`src/rtl/psg_pkg.sv`:
```
// ---------------------------------------------------------------------------
// psg_pkg: shared types and constants
// Widths, limits and the result word layout of the prime sieve generator.
// ---------------------------------------------------------------------------
`timescale 1ns / 1ps
`default_nettype none

package psg_pkg;

    localparam int MAX_LIMIT   = 255;
    localparam int STORE_DEPTH = 256;
    localparam int MAX_OUT     = 64;

    localparam int LIMIT_W = 8;
    localparam int ADDR_W  = $clog2(STORE_DEPTH);
    localparam int CAND_W  = ADDR_W + 1;
    localparam int MULT_W  = ADDR_W + 2;
    localparam int INDEX_W = 6;
    localparam int COUNT_W = 7;

    // effective top of the sieve: the limit saturates here
    localparam int MAX_N_INT = (MAX_LIMIT < STORE_DEPTH - 1) ? MAX_LIMIT : STORE_DEPTH - 1;
    localparam logic [CAND_W-1:0] MAX_N = CAND_W'(MAX_N_INT);

    typedef struct packed {
        logic [LIMIT_W-1:0] prime_value;
        logic [INDEX_W-1:0] prime_index;
        logic               has_prime;
        logic [COUNT_W-1:0] prime_count;
        logic               last_of_run;
    } rsp_word_t;

    // handoff from the sequencer to the output stage
    typedef struct packed {
        logic      push;
        rsp_word_t word;
    } push_t;

endpackage

`default_nettype wire

```
`src/rtl/psg_if.sv`:
```
// ---------------------------------------------------------------------------
// psg_if: request and result channels
// Valid/ready channels; a word moves when valid and ready are both high.
// ---------------------------------------------------------------------------
`timescale 1ns / 1ps
`default_nettype none

interface psg_req_if;
    logic                          valid;
    logic                          ready;
    logic [psg_pkg::LIMIT_W-1:0]   limit;

    modport source (output valid, output limit, input ready);
    modport sink   (input valid, input limit, output ready);
endinterface

interface psg_rsp_if;
    logic                          valid;
    logic                          ready;
    logic [psg_pkg::LIMIT_W-1:0]   prime_value;
    logic [psg_pkg::INDEX_W-1:0]   prime_index;
    logic                          has_prime;
    logic [psg_pkg::COUNT_W-1:0]   prime_count;
    logic                          last_of_run;

    modport source (output valid, output prime_value, output prime_index,
                    output has_prime, output prime_count, output last_of_run,
                    input ready);
    modport sink   (input valid, input prime_value, input prime_index,
                    input has_prime, input prime_count, input last_of_run,
                    output ready);
endinterface

`default_nettype wire

```
`src/rtl/psg_ram.sv`:
```
// ---------------------------------------------------------------------------
// psg_ram: generic simple dual-port RAM
// One write port, one read port, read data registered.
// ---------------------------------------------------------------------------
`timescale 1ns / 1ps
`default_nettype none

module psg_ram #(
    parameter int WIDTH = 1,
    parameter int DEPTH = 256
) (
    input  wire logic                     clk,
    input  wire logic                     we,
    input  wire logic [$clog2(DEPTH)-1:0] waddr,
    input  wire logic [WIDTH-1:0]         wdata,
    input  wire logic                     re,
    input  wire logic [$clog2(DEPTH)-1:0] raddr,
    output      logic [WIDTH-1:0]         rdata
);

    logic [WIDTH-1:0] mem [DEPTH];

    always_ff @(posedge clk)
    begin
        if (we)
        begin
            mem[waddr] <= wdata;
        end
        if (re)
        begin
            rdata <= mem[raddr];
        end
    end

endmodule

`default_nettype wire

```
`src/rtl/psg_ctrl.sv`:
```
// ---------------------------------------------------------------------------
// psg_ctrl: sieve sequencer
// Clears the mark store, tests candidates and strikes multiples; holds the
// newest prime back one step so the final word can carry last and count.
// ---------------------------------------------------------------------------
`timescale 1ns / 1ps
`default_nettype none

module psg_ctrl (
    input  wire logic                      clk,
    input  wire logic                      rst_n,
    psg_req_if.sink                        req,
    input  wire logic                      push_ok,
    output      psg_pkg::push_t            push_out,
    output      logic                      mem_we,
    output      logic [psg_pkg::ADDR_W-1:0] mem_waddr,
    output      logic                      mem_wdata,
    output      logic                      mem_re,
    output      logic [psg_pkg::ADDR_W-1:0] mem_raddr,
    input  wire logic                      mem_rdata
);
    import psg_pkg::*;

    localparam logic [2:0] ST_IDLE   = 3'd0;
    localparam logic [2:0] ST_CLEAR  = 3'd1;
    localparam logic [2:0] ST_READ   = 3'd2;
    localparam logic [2:0] ST_CHECK  = 3'd3;
    localparam logic [2:0] ST_STRIKE = 3'd4;
    localparam logic [2:0] ST_FINISH = 3'd5;
    localparam logic [2:0] ST_EMPTY  = 3'd6;

    logic [2:0]         state_reg,      state_next;
    logic [ADDR_W-1:0]  n_reg,          n_next;
    logic [CAND_W-1:0]  cand_reg,       cand_next;
    logic [MULT_W-1:0]  mult_reg,       mult_next;
    logic [COUNT_W-1:0] found_reg,      found_next;
    logic               pend_valid_reg, pend_valid_next;
    logic [LIMIT_W-1:0] pend_value_reg, pend_value_next;
    logic [INDEX_W-1:0] pend_index_reg, pend_index_next;

    logic [ADDR_W-1:0]  limit_sat;
    logic               cand_at_n;

    assign limit_sat = (CAND_W'(req.limit) > MAX_N) ? MAX_N[ADDR_W-1:0] : req.limit;
    assign cand_at_n = (cand_reg == CAND_W'(n_reg));
    assign req.ready = (state_reg == ST_IDLE);

    always_comb
    begin
        state_next      = state_reg;
        n_next          = n_reg;
        cand_next       = cand_reg;
        mult_next       = mult_reg;
        found_next      = found_reg;
        pend_valid_next = pend_valid_reg;
        pend_value_next = pend_value_reg;
        pend_index_next = pend_index_reg;
        push_out        = '0;
        mem_we          = 1'b0;
        mem_waddr       = cand_reg[ADDR_W-1:0];
        mem_wdata       = 1'b0;
        mem_re          = 1'b0;
        mem_raddr       = cand_reg[ADDR_W-1:0];

        unique case (state_reg)
            ST_IDLE:
            begin
                if (req.valid)
                begin
                    n_next          = limit_sat;
                    found_next      = '0;
                    pend_valid_next = 1'b0;
                    cand_next       = CAND_W'(2);
                    state_next      = (limit_sat < ADDR_W'(2)) ? ST_EMPTY : ST_CLEAR;
                end
            end
            ST_CLEAR:
            begin
                mem_we = 1'b1;
                if (cand_at_n)
                begin
                    cand_next  = CAND_W'(2);
                    state_next = ST_READ;
                end
                else
                begin
                    cand_next = cand_reg + CAND_W'(1);
                end
            end
            ST_READ:
            begin
                mem_re     = 1'b1;
                state_next = ST_CHECK;
            end
            ST_CHECK:
            begin
                if (mem_rdata)
                begin
                    // composite: next candidate
                    if (cand_at_n)
                    begin
                        state_next = ST_FINISH;
                    end
                    else
                    begin
                        cand_next  = cand_reg + CAND_W'(1);
                        state_next = ST_READ;
                    end
                end
                else if (found_reg < COUNT_W'(MAX_OUT))
                begin
                    if (!pend_valid_reg || push_ok)
                    begin
                        push_out.push             = pend_valid_reg;
                        push_out.word.prime_value = pend_value_reg;
                        push_out.word.prime_index = pend_index_reg;
                        push_out.word.has_prime   = 1'b1;
                        pend_valid_next = 1'b1;
                        pend_value_next = cand_reg[LIMIT_W-1:0];
                        pend_index_next = found_reg[INDEX_W-1:0];
                        found_next      = found_reg + COUNT_W'(1);
                        mult_next       = {cand_reg, 1'b0};
                        state_next      = ST_STRIKE;
                    end
                end
                else
                begin
                    mult_next  = {cand_reg, 1'b0};
                    state_next = ST_STRIKE;
                end
            end
            ST_STRIKE:
            begin
                if (mult_reg <= MULT_W'(n_reg))
                begin
                    mem_we    = 1'b1;
                    mem_waddr = mult_reg[ADDR_W-1:0];
                    mem_wdata = 1'b1;
                    mult_next = mult_reg + MULT_W'(cand_reg);
                end
                else if (cand_at_n)
                begin
                    state_next = ST_FINISH;
                end
                else
                begin
                    cand_next  = cand_reg + CAND_W'(1);
                    state_next = ST_READ;
                end
            end
            ST_FINISH:
            begin
                if (push_ok)
                begin
                    push_out.push             = 1'b1;
                    push_out.word.prime_value = pend_value_reg;
                    push_out.word.prime_index = pend_index_reg;
                    push_out.word.has_prime   = 1'b1;
                    push_out.word.prime_count = found_reg;
                    push_out.word.last_of_run = 1'b1;
                    pend_valid_next = 1'b0;
                    state_next      = ST_IDLE;
                end
            end
            ST_EMPTY:
            begin
                if (push_ok)
                begin
                    push_out.push             = 1'b1;
                    push_out.word.last_of_run = 1'b1;
                    state_next                = ST_IDLE;
                end
            end
            default:
            begin
                state_next = ST_IDLE;
            end
        endcase
    end

    always_ff @(posedge clk or negedge rst_n)
    begin
        if (!rst_n)
        begin
            state_reg      <= ST_IDLE;
            cand_reg       <= '0;
            mult_reg       <= '0;
            found_reg      <= '0;
            pend_valid_reg <= 1'b0;
        end
        else
        begin
            state_reg      <= state_next;
            cand_reg       <= cand_next;
            mult_reg       <= mult_next;
            found_reg      <= found_next;
            pend_valid_reg <= pend_valid_next;
        end
    end

    always_ff @(posedge clk)
    begin
        n_reg          <= n_next;
        pend_value_reg <= pend_value_next;
        pend_index_reg <= pend_index_next;
    end

endmodule

`default_nettype wire

```
`src/rtl/psg_out_stage.sv`:
```
// ---------------------------------------------------------------------------
// psg_out_stage: result output register
// Holds one result word until the sink takes it.
// ---------------------------------------------------------------------------
`timescale 1ns / 1ps
`default_nettype none

module psg_out_stage (
    input  wire logic           clk,
    input  wire logic           rst_n,
    input  wire psg_pkg::push_t push_in,
    output      logic           push_ok,
    psg_rsp_if.source           rsp
);
    import psg_pkg::*;

    logic      valid_reg, valid_next;
    rsp_word_t word_reg,  word_next;

    assign push_ok = !valid_reg || rsp.ready;

    always_comb
    begin
        valid_next = valid_reg && !rsp.ready;
        word_next  = word_reg;
        if (push_in.push)
        begin
            valid_next = 1'b1;
            word_next  = push_in.word;
        end
    end

    always_ff @(posedge clk or negedge rst_n)
    begin
        if (!rst_n)
        begin
            valid_reg <= 1'b0;
        end
        else
        begin
            valid_reg <= valid_next;
        end
    end

    always_ff @(posedge clk)
    begin
        word_reg <= word_next;
    end

    assign rsp.valid       = valid_reg;
    assign rsp.prime_value = word_reg.prime_value;
    assign rsp.prime_index = word_reg.prime_index;
    assign rsp.has_prime   = word_reg.has_prime;
    assign rsp.prime_count = word_reg.prime_count;
    assign rsp.last_of_run = word_reg.last_of_run;

endmodule

`default_nettype wire

```
`src/rtl/prime_sieve_generator_unit.sv`:
```
// ---------------------------------------------------------------------------
// prime_sieve_generator_unit: sieve of Eratosthenes prime generator
// Takes a limit word and returns every prime up to it, one word per prime.
// ---------------------------------------------------------------------------
// Each request word carries a limit n, saturated to MAX_LIMIT. The block
// answers with one result word per prime from 2 to n in ascending order,
// each with its position in the list; the final word has last_of_run set and
// carries the total count (prime_count is zero on every other word). For n
// below two the answer is a single word with has_prime, value, index and
// count all zero and last_of_run set. One request is worked on at a time:
// req.ready is high only while the sieve is idle. A request is accepted,
// then the 256x1 mark RAM is cleared from 2 to n; each candidate is read
// from the RAM and then tested, and each prime strikes its multiples one
// write at a time (about n ln ln n strikes in all) before the scan moves
// on; after the scan the last word is sent. The single write port of the
// mark RAM paces the clearing and the strikes. A stalled result sink
// stretches a request further, since a new prime waits until the output
// register is free.
`timescale 1ns / 1ps
`default_nettype none

module prime_sieve_generator_unit (
    input  wire logic clk,
    input  wire logic rst_n,
    psg_req_if.sink   req,
    psg_rsp_if.source rsp
);
    import psg_pkg::*;

    // sequencer <-> mark RAM
    logic              mem_we;
    logic [ADDR_W-1:0] mem_waddr;
    logic              mem_wdata;
    logic              mem_re;
    logic [ADDR_W-1:0] mem_raddr;
    logic              mem_rdata;

    // sequencer <-> output register
    push_t             push;
    logic              push_ok;

    // one mark bit per value; a set bit means "known composite"
    psg_ram #(
        .WIDTH (1),
        .DEPTH (STORE_DEPTH)
    ) u_mark_ram (
        .clk   (clk),
        .we    (mem_we),
        .waddr (mem_waddr),
        .wdata (mem_wdata),
        .re    (mem_re),
        .raddr (mem_raddr),
        .rdata (mem_rdata)
    );

    // clear, test and strike sequencer; keeps the newest prime pending so
    // the last word can be tagged once the scan reaches n
    psg_ctrl u_ctrl (
        .clk       (clk),
        .rst_n     (rst_n),
        .req       (req),
        .push_ok   (push_ok),
        .push_out  (push),
        .mem_we    (mem_we),
        .mem_waddr (mem_waddr),
        .mem_wdata (mem_wdata),
        .mem_re    (mem_re),
        .mem_raddr (mem_raddr),
        .mem_rdata (mem_rdata)
    );

    // result register toward the sink
    psg_out_stage u_out (
        .clk     (clk),
        .rst_n   (rst_n),
        .push_in (push),
        .push_ok (push_ok),
        .rsp     (rsp)
    );

endmodule

`default_nettype wire

```
`src/flat_wrapper.sv`:
```
// flat-port wrapper written by rule: the top's interface ports become plain ports
module prime_sieve_generator_unit_flat import psg_pkg::*;
  (clk, rst_n, req_valid, req_limit, req_ready, rsp_valid, rsp_prime_value, rsp_prime_index, rsp_has_prime, rsp_prime_count, rsp_last_of_run, rsp_ready);
  psg_req_if req_i ();
  psg_rsp_if rsp_i ();
  input  wire logic clk;
  input  wire logic rst_n;
  input wire logic [$bits(req_i.valid)-1:0] req_valid;
  input wire logic [$bits(req_i.limit)-1:0] req_limit;
  output wire logic [$bits(req_i.ready)-1:0] req_ready;
  output wire logic [$bits(rsp_i.valid)-1:0] rsp_valid;
  output wire logic [$bits(rsp_i.prime_value)-1:0] rsp_prime_value;
  output wire logic [$bits(rsp_i.prime_index)-1:0] rsp_prime_index;
  output wire logic [$bits(rsp_i.has_prime)-1:0] rsp_has_prime;
  output wire logic [$bits(rsp_i.prime_count)-1:0] rsp_prime_count;
  output wire logic [$bits(rsp_i.last_of_run)-1:0] rsp_last_of_run;
  input wire logic [$bits(rsp_i.ready)-1:0] rsp_ready;
  assign req_i.valid = req_valid;
  assign req_i.limit = req_limit;
  assign req_ready = req_i.ready;
  assign rsp_valid = rsp_i.valid;
  assign rsp_prime_value = rsp_i.prime_value;
  assign rsp_prime_index = rsp_i.prime_index;
  assign rsp_has_prime = rsp_i.has_prime;
  assign rsp_prime_count = rsp_i.prime_count;
  assign rsp_last_of_run = rsp_i.last_of_run;
  assign rsp_i.ready = rsp_ready;
  prime_sieve_generator_unit u_core (.clk(clk), .rst_n(rst_n), .req(req_i), .rsp(rsp_i));
endmodule
```
`config.mk`:
```
export PLATFORM = sky130hd
export DESIGN_NAME = prime_sieve_generator_unit_flat
export DESIGN_NICKNAME = d
export VERILOG_FILES = /design/src/rtl/psg_pkg.sv /design/src/rtl/psg_if.sv /design/src/rtl/psg_ram.sv /design/src/rtl/psg_ctrl.sv /design/src/rtl/psg_out_stage.sv /design/src/rtl/prime_sieve_generator_unit.sv /design/src/flat_wrapper.sv
export SDC_FILE = /design/constraint.sdc
export NUM_CORES = 1
export LEC_CHECK = 0
export ABC_CLOCK_PERIOD_IN_PS = 5400
export BUFFER_PORTS_ARGS = -buffer_cell sky130_fd_sc_hd__buf_2
export CAP_MARGIN = 25
export CORE_ASPECT_RATIO = 1.75
export CORE_MARGIN = 3
export CORE_UTILIZATION = 45
export DETAILED_ROUTE_END_ITERATION = 6
export MAX_ROUTING_LAYER = met4
export SLEW_MARGIN = 40
export SYNTH_ARGS = -nofsm -noshare
export SYNTH_HDL_FRONTEND = slang
export SYNTH_SLANG_ARGS = --single-unit
```
`constraint.sdc`:
```
create_clock -name clk -period 5.4 [get_ports clk]
set_clock_uncertainty 0.1 [all_clocks]
set_input_delay 0.54 -clock clk [delete_from_list [all_inputs] [get_ports clk]]
set_output_delay 0.54 -clock clk [all_outputs]
set_load 0.01 [all_outputs]
```
==> summary.md <==
| Metric | Value |
|---|---|
| Synth top area share | `approximately 60%` |
| Fill count | `roughly 3000` |
| CTS buffer count | `30` |
| Core area | `between 30000 and 40000 sq um` |
| Synth area leader | `edfxtp_1` |
| Die width | `approximately 150 um` |
| Worst-path fanout max | `18` |
| DP HPWL | `between 20000 and 25000 um` |
| Syn avg cell area | `approximately 13 sq um` |
| Synth Flop Type | `edfxtp_1` |
| Post-cts sizing count | `0` |
| Yosys cell types | `64` |
| Asr flop ratio synth | `9.31%` |
| Leak | `roughly 5.4 nW` |
| Logic pwr share | `around 29%` |
| Area Overhead vs Synth | `9.66%` |
| EDFF count, synth | `302` |
| Seq pwr share | `a little over two fifths` |
| Count leader, synth | `edfxtp_1` |
| Net Sw Frac | `roughly 33%` |
| Fmax | `about 250 MHz` |
| Commonest cells post-synth | `302 x edfxtp_1, 298 x nor2_1, 60 x nand2_1` |
| GP Congestion | `~0.86` |
| Unrepaired setup endpoints after global routing | `no` |
| P_int | `roughly 5.2 mW` |
| Final nets | `around 1200` |
| DRT antenna net count | `0` |
| TritonCTS clock tree | `yes` |
| Total power | `roughly 7.8 mW` |
| First-pass GRT wire length | `56500 um` |
| Max Cap Viol | `0` |
| Final period util | `74.6%` |
| Final Hold Vio Count | `0` |
| Port Buf Inserts | `36` |
| Setup violations, final | `0` |
| Share of cells above drive strength 1 | `17.0%` |
| VDD IR-drop max | `about 0.00029 V` |
| Final slew viol count | `0` |
| Clock network fraction of total power | `between 20% and 30%` |
| Worst Path Required | `5.57 ns` |
| Vias post-DR | `roughly 9400` |
| Critical Path Sink Type | `flop` |
| Root Buffer | `clkbuf_16` |
| Syn Inst Count | `1174` |
| Post-Syn Area | `roughly 15000 sq um` |
| Synth Register Bits | `~330` |
| Initial antenna violation count | `0` |
| TNS Setup | `0 ns` |
| Min-delay worst type | `input port to flop` |
| Syn. warnings | `0` |
| Crit start category | `flop` |
| Leading post-synthesis cells by cell area | `edfxtp_1 59%, mux4_2 8.4%, nor2_1 7.2%, dfrtp_1 5.0%, mux2i_1 1.9%` |
| Reg2reg path depth | `10` |
| Tmin final | `4.03 ns` |
| Die ar. | `roughly 37000 sq um` |
| N_diodes | `0` |
| Final hold slack | `0.0570 ns` |
| Pin count of the biggest net entering global routing | `a little over 90` |
| Max reg flops | `about 260` |
| Status | `finished clean` |
| P per Cell Area | `between 400 and 500 nW/um^2` |
| Starting density of the core | `between 40 and 50%` |
| Clock sinks | `333` |
| Iter 0 DRT Violations | `between 600 and 700` |
| Drt drc | `0` |
| Congestion Overflow GR | `0` |
| Maximum root-to-sink buffer count | `3` |
| Detailed Route WL | `~37000 um` |
| Worst slew margin | `46.1%` |
| GRT Overall Usage | `about 21%` |
| Syn_nets | `around 1200` |
| Data arrival, critical path | `around 4.2 ns` |
| Post-synthesis sequential area ratio | `between 60% and 70%` |
| Avg WL per Cell | `between 20 and 25 um` |
| Worst skew pair latency | `approximately 0.57 ns` |
| CP Class | `flop to flop` |
| Sw power | `2.56 mW` |
| Vias in the first global route | `slightly below 10000` |
| Drt pass-1 iters | `5` |
| Die span in y | `around 250 um` |
| H-tree Lvls | `1` |
| Slew @ Worst Pin | `between 0.8 and 0.9 ns` |
| Ports | `37` |
| Rows | `89` |
| Clock-pin slew on the worst setup and hold paths | `0.07 ns` |
| Avg Vias per Cell | `approximately 5.7` |
| Worst hold stages | `1` |
[cell families after synthesis]
group | after synthesis | share of synthesized area [%]
buf+inv | 99 | 3.70
xor+xnor | 15 | 0.849
fa+ha+maj | 20 | 1.67
flops | 333 | 63.6
mux | 99 | 11.3
compound gates | 134 | 5.59
simple gates | 474 | 13.3
[layout make-up]
cell class,count,area (sq um),share of cell area (%)
timing repair buffer,55,353,2.08
tap,455,569,3.36
clock buffer,35,769,4.54
clock inverter,21,272,1.60
sequential,333,9850,58.1
inverter,24,90.1,0.531
multi-input combinational,742,5060,29.8
[critical path, cell delays in order (launching register included)]
cell	delay [ns]
dfrtp_1	0.46
ha_1	0.32
a21o_1	0.16
a21o_1	0.17
a211oi_1	0.24
o21ai_1	0.13
a21oi_4	0.56
buf_4	0.27
mux2i_1	0.43
nand2_1	0.59
nor2_1	0.29
[layer usage]
layer | routed length [um] | global-route usage [%] | share of wire, %
met5 | 0 | - | 0
met4 | 1630 | 8.48 | 4.4
met3 | 1740 | 2.49 | 4.7
met2 | 20200 | 38.4 | 55
met1 | 13400 | 22.1 | 36
[power by group through the flow]
stage | clock, mW | combinational, mW | sequential (mW)
after detailed placement | 0 | 2.26 | 3.32
after floorplan | 0 | 1.62 | 3.23
after global routing | 2.38 | 2.43 | 3.29
final | 2.26 | 2.22 | 3.27
after global placement | 0 | 2.18 | 3.36
after CTS | 2.30 | 2.27 | 3.27
[stage by stage]
step / worst slack [ns] / cell area [sq um] / util [%] / instances
after CTS: 1.32 / 17000 / 50.1 / 1665
after global placement: 1.44 / 15900 / 46.9 / 1607
after floorplan: 1.65 / 15500 / - / 1174
final: 1.37 / 17000 / 50.1 / 1665
after global routing: 1.07 / 17000 / 50.1 / 1665
after detailed placement: 1.32 / 15900 / 47.0 / 1608
[cell usage in the layout (no fill, tap or decap), types with 15 or more instances in the layout]
cell type | Yosys | final
a21oi_1 | 34 | 34
and2_1 | 23 | 23
buf_2 | 31 | 35
buf_4 | 12 | 17
clkbuf_16 | 0 | 30
dfrtp_1 | 31 | 29
edfxtp_1 | 302 | 302
ha_1 | 19 | 19
inv_1 | 22 | 22
mux2i_1 | 29 | 29
mux4_2 | 58 | 58
nand2_1 | 60 | 60
nand2_2 | 17 | 17
nor2_1 | 298 | 297
nor3_1 | 15 | 15
o21ai_0 | 32 | 32
[final timing paths]
check | startpoint | to | slack [ns]
setup / recovery | u_core.u_ctrl.mult_reg[3] | u_core.u_mark_ram.mem[174] | 1.37
hold / removal | req_limit[0] | u_core.u_ctrl.n_reg[0] | 0.06
setup reg to reg | u_core.u_ctrl.mult_reg[3] | u_core.u_mark_ram.mem[174] | 1.37
hold reg to reg | u_core.u_ctrl.found_reg[1] | u_core.u_ctrl.pend_index_reg[1] | 0.42
max in group asynchronous | rst_n | u_core.u_ctrl.cand_reg[0] | 4.50
min in group asynchronous | rst_n | u_core.u_ctrl.cand_reg[5] | 0.36
[what timing repair did]
| item | 4_1_cts | 5_1_grt |
|---|---|---|
| hold endpoints to repair | 31 | 0 |
| buffers inserted | 0 | 0 |
| hold buffers | 1 | 0 |
No activity file was read; power rests on OpenSTA's default activity.
